<file path="config.mk">
export PLATFORM = sky130hd
export DESIGN_NAME = bba_ctrl
export DESIGN_NICKNAME = d
export VERILOG_FILES = /design/src/hw/rtl/bba_pkg.sv /design/src/hw/rtl/bba_ctrl.sv
export SDC_FILE = /design/constraint.sdc
export NUM_CORES = 1
export LEC_CHECK = 0
export BUFFER_PORTS_ARGS = -buffer_cell sky130_fd_sc_hd__buf_2
export CAP_MARGIN = 25
export CORE_MARGIN = 10
export CORE_UTILIZATION = 39
export CTS_CLUSTER_DIAMETER = 30
export CTS_CLUSTER_SIZE = 16
export DETAILED_ROUTE_END_ITERATION = 10
export HOLD_SLACK_MARGIN = 0.08
export PLACE_DENSITY_LB_ADDON = 0.12
export REMOVE_ABC_BUFFERS = 1
export SLEW_MARGIN = 20
export SYNTH_ARGS = -nofsm -noshare
export SYNTH_HDL_FRONTEND = slang
export SYNTH_SLANG_ARGS = --single-unit
</file>
<file path="constraint.sdc">
create_clock -name clk -period 1.3 [get_ports clk]
set_input_delay 0.26 -clock clk [delete_from_list [all_inputs] [get_ports clk]]
set_output_delay 0.26 -clock clk [all_outputs]
set_load 0.02 [all_outputs]
</file>
<file path="src/hw/rtl/bba_pkg.sv">
package bba_pkg;

  // heap geometry: 2^(LEVELS-1) leaves of LEAF_BYTES bytes
  localparam int LEVELS     = 11;
  localparam int LEAF_BYTES = 16;

  typedef enum logic [1:0] {
    ST_OK      = 2'd0,
    ST_NO_FREE = 2'd1,
    ST_TOO_BIG = 2'd2
  } status_t;

  typedef enum logic [4:0] {
    S_IDLE,
    S_CLEAR,
    S_A_SCAN,
    S_A_POP_RD,
    S_A_BIT_RD,
    S_A_POP_WR,
    S_A_SPLIT,
    S_A_PUSH_WR,
    S_F_FIND_RD,
    S_F_FIND,
    S_F_MERGE_RD,
    S_F_MERGE,
    S_F_UNL_RD,
    S_F_UNL_WR,
    S_F_PUSH_WR,
    S_DONE,
    S_ERR
  } state_t;

  // commands from controller to datapath
  typedef struct packed {
    logic clear_step;
    logic load;
    logic scan_step;
    logic pop_rd;
    logic bit_rd;
    logic pop_wr;
    logic split_step;
    logic push_wr;
    logic find_step;
    logic merge_step;
    logic unl_rd;
    logic unl_wr;
    logic emit_ok;
    logic emit_err;
  } dp_cmd_t;

  typedef struct packed {
    logic clear_done;
    logic is_free;
    logic too_big;
    logic scan_hit;
    logic scan_end;
    logic split_more;
    logic find_hit;
    logic find_end;
    logic merge_stop;
  } dp_sts_t;

  localparam logic CMD_ALLOC = 1'b0;
  localparam logic CMD_FREE  = 1'b1;

endpackage

</file>
<file path="src/hw/rtl/bba_ctrl.sv">
module bba_ctrl (
  input  logic              clk,
  input  logic              rst_n,
  input  logic              start,
  output logic              busy,
  output bba_pkg::dp_cmd_t  cmd,
  input  bba_pkg::dp_sts_t  sts
);

  bba_pkg::state_t state_r, state_nxt;

  always_ff @(posedge clk) begin
    if (!rst_n) state_r <= bba_pkg::S_CLEAR;
    else        state_r <= state_nxt;
  end

  always_comb begin
    state_nxt = state_r;
    cmd = '0;
    busy = (state_r != bba_pkg::S_IDLE);
    unique case (state_r)
      bba_pkg::S_CLEAR: begin
        cmd.clear_step = 1'b1;
        if (sts.clear_done) state_nxt = bba_pkg::S_IDLE;
      end
      bba_pkg::S_IDLE: begin
        if (start) begin
          cmd.load = 1'b1;
          state_nxt = sts.is_free ? bba_pkg::S_F_FIND_RD :
                      (sts.too_big ? bba_pkg::S_ERR : bba_pkg::S_A_SCAN);
        end
      end
      bba_pkg::S_A_SCAN: begin
        cmd.scan_step = 1'b1;
        if (sts.scan_hit) state_nxt = bba_pkg::S_A_POP_RD;
        else if (sts.scan_end) state_nxt = bba_pkg::S_ERR;
      end
      bba_pkg::S_A_POP_RD: begin
        cmd.pop_rd = 1'b1;
        state_nxt = bba_pkg::S_A_BIT_RD;
      end
      bba_pkg::S_A_BIT_RD: begin
        cmd.bit_rd = 1'b1;
        state_nxt = bba_pkg::S_A_POP_WR;
      end
      bba_pkg::S_A_POP_WR: begin
        cmd.pop_wr = 1'b1;
        state_nxt = sts.split_more ? bba_pkg::S_A_SPLIT : bba_pkg::S_DONE;
      end
      bba_pkg::S_A_SPLIT: begin
        cmd.split_step = 1'b1;
        state_nxt = bba_pkg::S_A_PUSH_WR;
      end
      bba_pkg::S_A_PUSH_WR: begin
        cmd.push_wr = 1'b1;
        state_nxt = sts.split_more ? bba_pkg::S_A_SPLIT : bba_pkg::S_DONE;
      end
      bba_pkg::S_F_FIND_RD: begin
        cmd.bit_rd = 1'b1;
        state_nxt = bba_pkg::S_F_FIND;
      end
      bba_pkg::S_F_FIND: begin
        cmd.find_step = 1'b1;
        if (sts.find_hit || sts.find_end) state_nxt = bba_pkg::S_F_MERGE_RD;
        else state_nxt = bba_pkg::S_F_FIND_RD;
      end
      bba_pkg::S_F_MERGE_RD: begin
        cmd.bit_rd = 1'b1;
        state_nxt = bba_pkg::S_F_MERGE;
      end
      bba_pkg::S_F_MERGE: begin
        cmd.merge_step = 1'b1;
        state_nxt = sts.merge_stop ? bba_pkg::S_F_PUSH_WR : bba_pkg::S_F_UNL_RD;
      end
      bba_pkg::S_F_UNL_RD: begin
        cmd.unl_rd = 1'b1;
        state_nxt = bba_pkg::S_F_UNL_WR;
      end
      bba_pkg::S_F_UNL_WR: begin
        cmd.unl_wr = 1'b1;
        state_nxt = bba_pkg::S_F_MERGE_RD;
      end
      bba_pkg::S_F_PUSH_WR: begin
        cmd.push_wr = 1'b1;
        state_nxt = bba_pkg::S_DONE;
      end
      bba_pkg::S_DONE: begin
        cmd.emit_ok = 1'b1;
        state_nxt = bba_pkg::S_IDLE;
      end
      bba_pkg::S_ERR: begin
        cmd.emit_err = 1'b1;
        state_nxt = bba_pkg::S_IDLE;
      end
      default: state_nxt = bba_pkg::S_IDLE;
    endcase
  end

endmodule

</file>
==> results of run 1 <==
## logic make-up (layout without fill, tap and decap cells)
logic type / count (synthesis) / count (layout)
simple gates: 42 / 42
compound gates: 17 / 17
buf+inv: 9 / 60
flops: 5 / 5
xor+xnor: 1 / 1
mux: 1 / 1
## layer usage
| layer | vias up | share of wire | global-route usage |
|---|---|---|---|
| li1 | 378 | - | - |
| met3 | 6 | 0.051 | 0.0360 |
| met2 | 19 | 0.53 | 0.245 |
| met5 | - | 0 | 0 |
| met4 | 0 | 0.017 | 0.0839 |
| met1 | 364 | 0.40 | 0.150 |
## through the flow
stage,instance area (µm²),setup TNS [ps],setup slack (ps),instances
after floorplan,489,-2530,-362,69
after global placement,801,-771,-118,130
after detailed placement,801,-1280,-152,130
after CTS,1050,-3640,-250,141
after global routing,1110,-4870,-308,141
final,1110,-3830,-261,141
## final cells by class
cell class,count,area (µm²),area share
flip-flops and latches,5,114,0.102
well taps,15,18.8,0.0169
inverters,3,11.3,0.0101
repair buffers,53,438,0.393
multi-input cells,61,505,0.454
clock buffers,4,26.3,0.0236
## worst reg2reg max path, cell delays in order, from the launching register on
cell      delay (ps)
dfxtp_4          370
buf_12           130
buf_4            130
inv_1             70
buf_4            110
a21oi_1           40
a2111o_1         350
buf_6            140
o21ai_1          110
## worst max path at each step
| stage | from | cells after the start | end |
|---|---|---|---|
| after floorplan | state_r[3]$_SDFFE_PN0P_ | 2 | cmd[4] |
| after global placement | state_r[2]$_SDFFE_PN0P_ | 4 | state_r[3]$_SDFFE_PN0P_ |
| after detailed placement | state_r[2]$_SDFFE_PN0P_ | 4 | state_r[3]$_SDFFE_PN0P_ |
| after CTS | state_r[2]$_SDFFE_PN0P_ | 3 | cmd[11] |
| after global routing | state_r[2]$_SDFFE_PN0P_ | 5 | cmd[9] |
| final | state_r[3]$_SDFFE_PN0P_ | 3 | cmd[10] |
## report_power, final
part	switching, µW	internal [µW]
combinational	120	142
sequential	12.5	157
clock	85.6	117
## layout by cell type (no fill, tap or decap), types with 2 or more instances in the layout
cell,netlist,layout
dfxtp_4,0,3
nor3_1,8,2
inv_1,3,3
o21ai_0,2,2
nand3_1,2,2
and3_1,3,2
buf_2,4,13
nor2_2,0,2
clkbuf_4,0,3
nor3_2,0,3
or3_1,2,2
a21oi_1,3,3
nor2_1,12,8
nor2_4,1,3
buf_6,1,16
nand2b_4,0,3
nand2_1,5,4
dfxtp_2,0,2
nor3_4,0,3
buf_4,1,23
## what timing repair did
action | CTS | global route
pin swaps | 12 | 7
endpoints found under the setup margin | 19 | 19
buffers inserted | 7 | 1
gates resized for setup | 48 | 16
==> run_results.csv, run 1 <==
group,metric,value,unit
critical_path,r2r_setup_slack,-230,ps
synthesis,synthMuxAreaShare,0.0213,
synthesis,synthTopCellsByArea,"dfxtp_1 (19%), nor2_1 (8.5%), nor3_1 (7.6%), nand2b_1 (4.7%), buf_2 (3.8%)",
global_routing,grt_pass1_wl,3.77,mm
drt,firstDrtPassIters,4,
placed_design,io_buffers,26,
synthesis,synth_cells,75,
floorplan,rows,13,
global_routing,grt_max_degree,9,
layout,fin_util,0.867,
critical_path,path_class,"register to primary output",
global_routing,grt_pass1_vias,792,
layout,largest_reg_flops,5,
floorplan,io_pins,27,
layout,drive_above_1_share,0.683,
synthesis,synth.distinct_cells,34,
drt,via_per_inst,5.44,
critical_path,crit_fanout,6,
power,ir_drop,0.000383,V
critical_path,worstSetupStartpointType,"register",
critical_path,r2r_end,"state_r[1]$_SDFFE_PN0P_",
status,violations,"negative setup slack",
critical_path,path_cells,"or3_4 > nor2_2 > buf_6",
layout,fin_nets,139,
synthesis,ys_seq_area_frac,0.190,
clocking,path_clk_slew,50,ps
layout,largest-register,"state_r",
clocking,htree_levels,1,
timing,fmax,0.641,GHz
power,power,635,µW
drt,drc,0,
floorplan,die_area,3230,µm²
critical_path,arrival,1300,ps
clocking,cts_buffer_depth,2,
layout,final.fill_count,74,
timing,hold-worst-slack,244,ps
power,p_leak,0.000495,µW
run,drv_cap,0,
critical_path,critPathBufInv,1,
timing,max_slew.worst_pin.slew,332,ps
critical_path,r2r-start,"state_r[0]$_SDFFE_PN1P_",
critical_path,cp-end-kind,"primary output",
clocking,cts_tree,"built",
global_routing,antenna_found_initial,0,
layout,reg_top3,"state_r: 5 flops",
synthesis,synthAdderAreaFrac,0,
clocking,holdBufCountCts,0,
drt,wl_per_cell,16.3,µm
critical_path,path_delay_family,"simple AND/OR/NAND/NOR gates",
drt,num_vias,767,
placed_design,dp_hpwl,1.52,mm
synthesis,synth_top_area_frac,0.190,
clocking,cts_made_buffers,3,
global_routing,grt_overflow,0,
status,status,"finished, violations left",
placed_design,routabilityCongestion,0.859,
timing,finalCritPeriodShare,1.20,
drt,ant_nets,0,
power,power_density,570,nW/µm²
critical_path,slowest_delay,440,ps
critical_path,r2r_cells,8,
synthesis,ys_ff_latch,5,
timing,period_minus_slack,1560,ps
layout,syn_to_final_growth,111,%
timing,rsz0062_at_grt,"yes",
synthesis,synth-compound-area-share,0.251,
layout,diodes,0,
timing,hold_viol,0,
floorplan,coreArea,1280,µm²
timing,fin_ws,-261,ps
timing,fin_worst_skew,0.838,ps
critical_path,cp_slowest_cell,"or3_4",
synthesis,synth_area,528,µm²
drt,totalWireLength,2.30,mm
timing,slew_headroom,0.777,
floorplan,die_w,56.8,µm
min_path,holdPathEnd,"state_r[4]$_SDFFE_PN0P_",
synthesis,synth_edf_count,0,
drt,first_iter_violations,14,
synthesis,syn_area_per_cell,7.04,µm²
timing,setup_viol,19,
min_path,hp-class,"input pin to register",
clocking,cts.sinks,5,
min_path,min_from,"sts[6]",
timing,report.final.slew_viol_count,0,
synthesis,synth_top_family_by_area,"simple AND/OR/NAND/NOR gates",
synthesis,synthFlopType,"dfxtp_1",
floorplan,fp.dieH,56.8,µm
floorplan,start_util,0.411,
critical_path,critPathRequiredTime,1040,ps
min_path,holdPathStages,3,
clocking,insertion_delay,260,ps
synthesis,synth-xor-area-share,0.0166,
synthesis,synthSimpleGateAreaFrac,0.427,
synthesis,yosysMostFrequentCell,"nor2_1",
synthesis,synth_top_area_cell,"dfxtp_1",
synthesis,synth_warnings,0,
synthesis,synth_commonest_cells,"nor2_1 (12), nor3_1 (8), dfxtp_1 (5), nand2_1 (5)",
synthesis,asyncSetResetFlopFracSynth,0,
clocking,cts-root-buf,"clkbuf_4",
global_routing,grt_use_total,0.142,
Note: power is estimated with default switching activity, not from simulation.
==> inputs of run 2 (changes only) <==
--- a/config.mk
+++ b/config.mk
@@ -5,7 +5,7 @@
 export SDC_FILE = /design/constraint.sdc
 export NUM_CORES = 1
 export LEC_CHECK = 0
-export BUFFER_PORTS_ARGS = -buffer_cell sky130_fd_sc_hd__buf_2
+export BUFFER_PORTS_ARGS = -buffer_cell sky130_fd_sc_hd__clkbuf_2
 export CAP_MARGIN = 25
 export CORE_MARGIN = 10
 export CORE_UTILIZATION = 39
==> run_results.csv, run 2 (synthesis gave the netlist of run 1 again) <==
group,metric,value,unit
critical_path,cp-end-kind,"register",
clocking,cts_made_buffers,3,
power,ir_drop,0.000411,V
floorplan,rows,13,
timing,report.final.slew_viol_count,0,
clocking,cts_buffer_depth,2,
floorplan,die_w,56.8,µm
floorplan,fp.dieH,56.8,µm
placed_design,routabilityCongestion,0.858,
clocking,cts-root-buf,"clkbuf_4",
timing,setup_viol,19,
layout,diodes,0,
floorplan,io_pins,27,
layout,fin_util,0.891,
global_routing,grt_use_total,0.131,
power,switching_power,221,µW
critical_path,startpoint,"state_r[0]$_SDFFE_PN1P_",
layout,final_cells,143,
global_routing,antenna_found_initial,0,
clocking,cts_tree,"built",
timing,fin_ws,-286,ps
power,p_leak,0.000514,µW
layout,fin_nets,141,
floorplan,coreArea,1280,µm²
status,violations,"design-rule violations, negative setup slack",
timing,rsz0062_at_grt,"yes",
drt,firstDrtPassIters,7,
critical_path,arrival,1760,ps
critical_path,r2r_end,"state_r[3]$_SDFFE_PN0P_",
global_routing,grt_max_degree,11,
layout,largest_reg_flops,5,
placed_design,dp_cells,128,
run,drv_cap,0,
power,swShare,0.337,
critical_path,r2r_cells,6,
power,seqPwrFrac,0.249,
layout,reg_top3,"state_r: 5 flops",
clocking,insertion_delay,250,ps
timing,hold_viol,0,
critical_path,worstSetupStartpointType,"register",
status,status,"finished, violations left",
timing,finalCritPeriodShare,1.22,
timing,fin_worst_skew,2.69,ps
timing,fmax,0.630,GHz
critical_path,endpoint,"state_r[3]$_SDFFE_PN0P_",
layout,mostFrequentLayoutCell,"buf_4",
critical_path,crit_fanout,5,
floorplan,start_util,0.411,
min_path,hp-class,"input pin to register",
drt,drc,1,
layout,drive_above_1_share,0.711,
timing,period_minus_slack,1590,ps
global_routing,grt_overflow,0,
critical_path,r2r-start,"state_r[0]$_SDFFE_PN1P_",
timing,slew_headroom,0.702,
clocking,htree_levels,1,
min_path,holdPathStages,3,
drt,first_iter_violations,25,
clocking,cts.sinks,5,
clocking,holdBufCountCts,0,
timing,setup_tns,-4000,ps
drt,totalWireLength,2.56,mm
layout,largest-register,"state_r",
power,p_int,436,µW
layout,syn_to_final_growth,117,%
drt,ant_nets,0,
critical_path,path_class,"register to register",
layout,layout_common_cells,"buf_4 (25), buf_6 (15), clkbuf_2 (11)",
placed_design,dp_hpwl,1.43,mm
power,power_frac_comb,0.459,
placed_design,io_buffers,26,
critical_path,critPathRequiredTime,1470,ps
power,p_clk_frac,0.292,
power,power_density,574,nW/µm²
floorplan,die_area,3230,µm²
drt,num_vias,801,
global_routing,grt_pass1_wl,3.42,mm
clocking,path_clk_slew,50,ps
global_routing,grt_pass1_vias,755,
timing,max_slew.worst_pin.slew,441,ps
critical_path,r2r_setup_slack,-290,ps
drt,wl_per_cell,17.9,µm
drt,via_per_inst,5.60,
run 2: worst min path at each step:
stage               startpoint                      end  slack (ps)
floorplan               sts[5]  state_r[0]$_SDFFE_PN1P_         380
global placement        sts[6]  state_r[4]$_SDFFE_PN0P_         520
detailed placement      sts[6]  state_r[4]$_SDFFE_PN0P_         510
CTS                     sts[6]  state_r[4]$_SDFFE_PN0P_         250
global route            sts[6]  state_r[4]$_SDFFE_PN0P_         270
finish                  sts[6]  state_r[4]$_SDFFE_PN0P_         270
run 2: power by group through the flow:
stage | logic [µW] | clock network, µW | registers [µW]
floorplan | 87.4 | 0 | 178
global placement | 188 | 0 | 167
detailed placement | 188 | 0 | 167
CTS | 255 | 183 | 167
global route | 324 | 206 | 164
finish | 302 | 192 | 164
run 2: cell type report:
class | instances | area (µm²)
multi-input cells | 61 | 507
flip-flops and latches | 5 | 111
repair buffers | 55 | 470
clock buffers | 4 | 26.3
inverters | 3 | 11.3
well taps | 15 | 18.8
fillers | 61 | 140
run 2: critical path, cell delays in order, from the launching register on:
cell,delay [ps]
dfxtp_2,340
buf_6,130
buf_6,110
nor4bb_1,430
a31oi_1,160
buf_4,170
a211oi_2,150
run 2: routing by layer:
metal	up-vias	global-route usage	part of all wire
li1	386	-	-
met5	-	0	0
met2	41	0.226	0.49
met3	10	0.0337	0.083
met1	364	0.133	0.38
met4	0	0.0906	0.040
run 2: repair_timing:
item | in CTS | in global routing
gates resized for setup | 49 | 33
endpoints found under the hold margin | 0 | 0
setup endpoints to repair | 19 | 19
setup buffers | 6 | 5
pin swaps | 14 | 12
run 2: metrics by stage:
stage	worst slack, ps	power, µW	hold WS (ps)	area (µm²)
after floorplan	-362	266	378	489
after global placement	-107	355	517	773
after detailed placement	-117	355	515	773
after CTS	-241	604	254	1030
after global routing	-340	694	266	1140
final	-286	658	274	1140
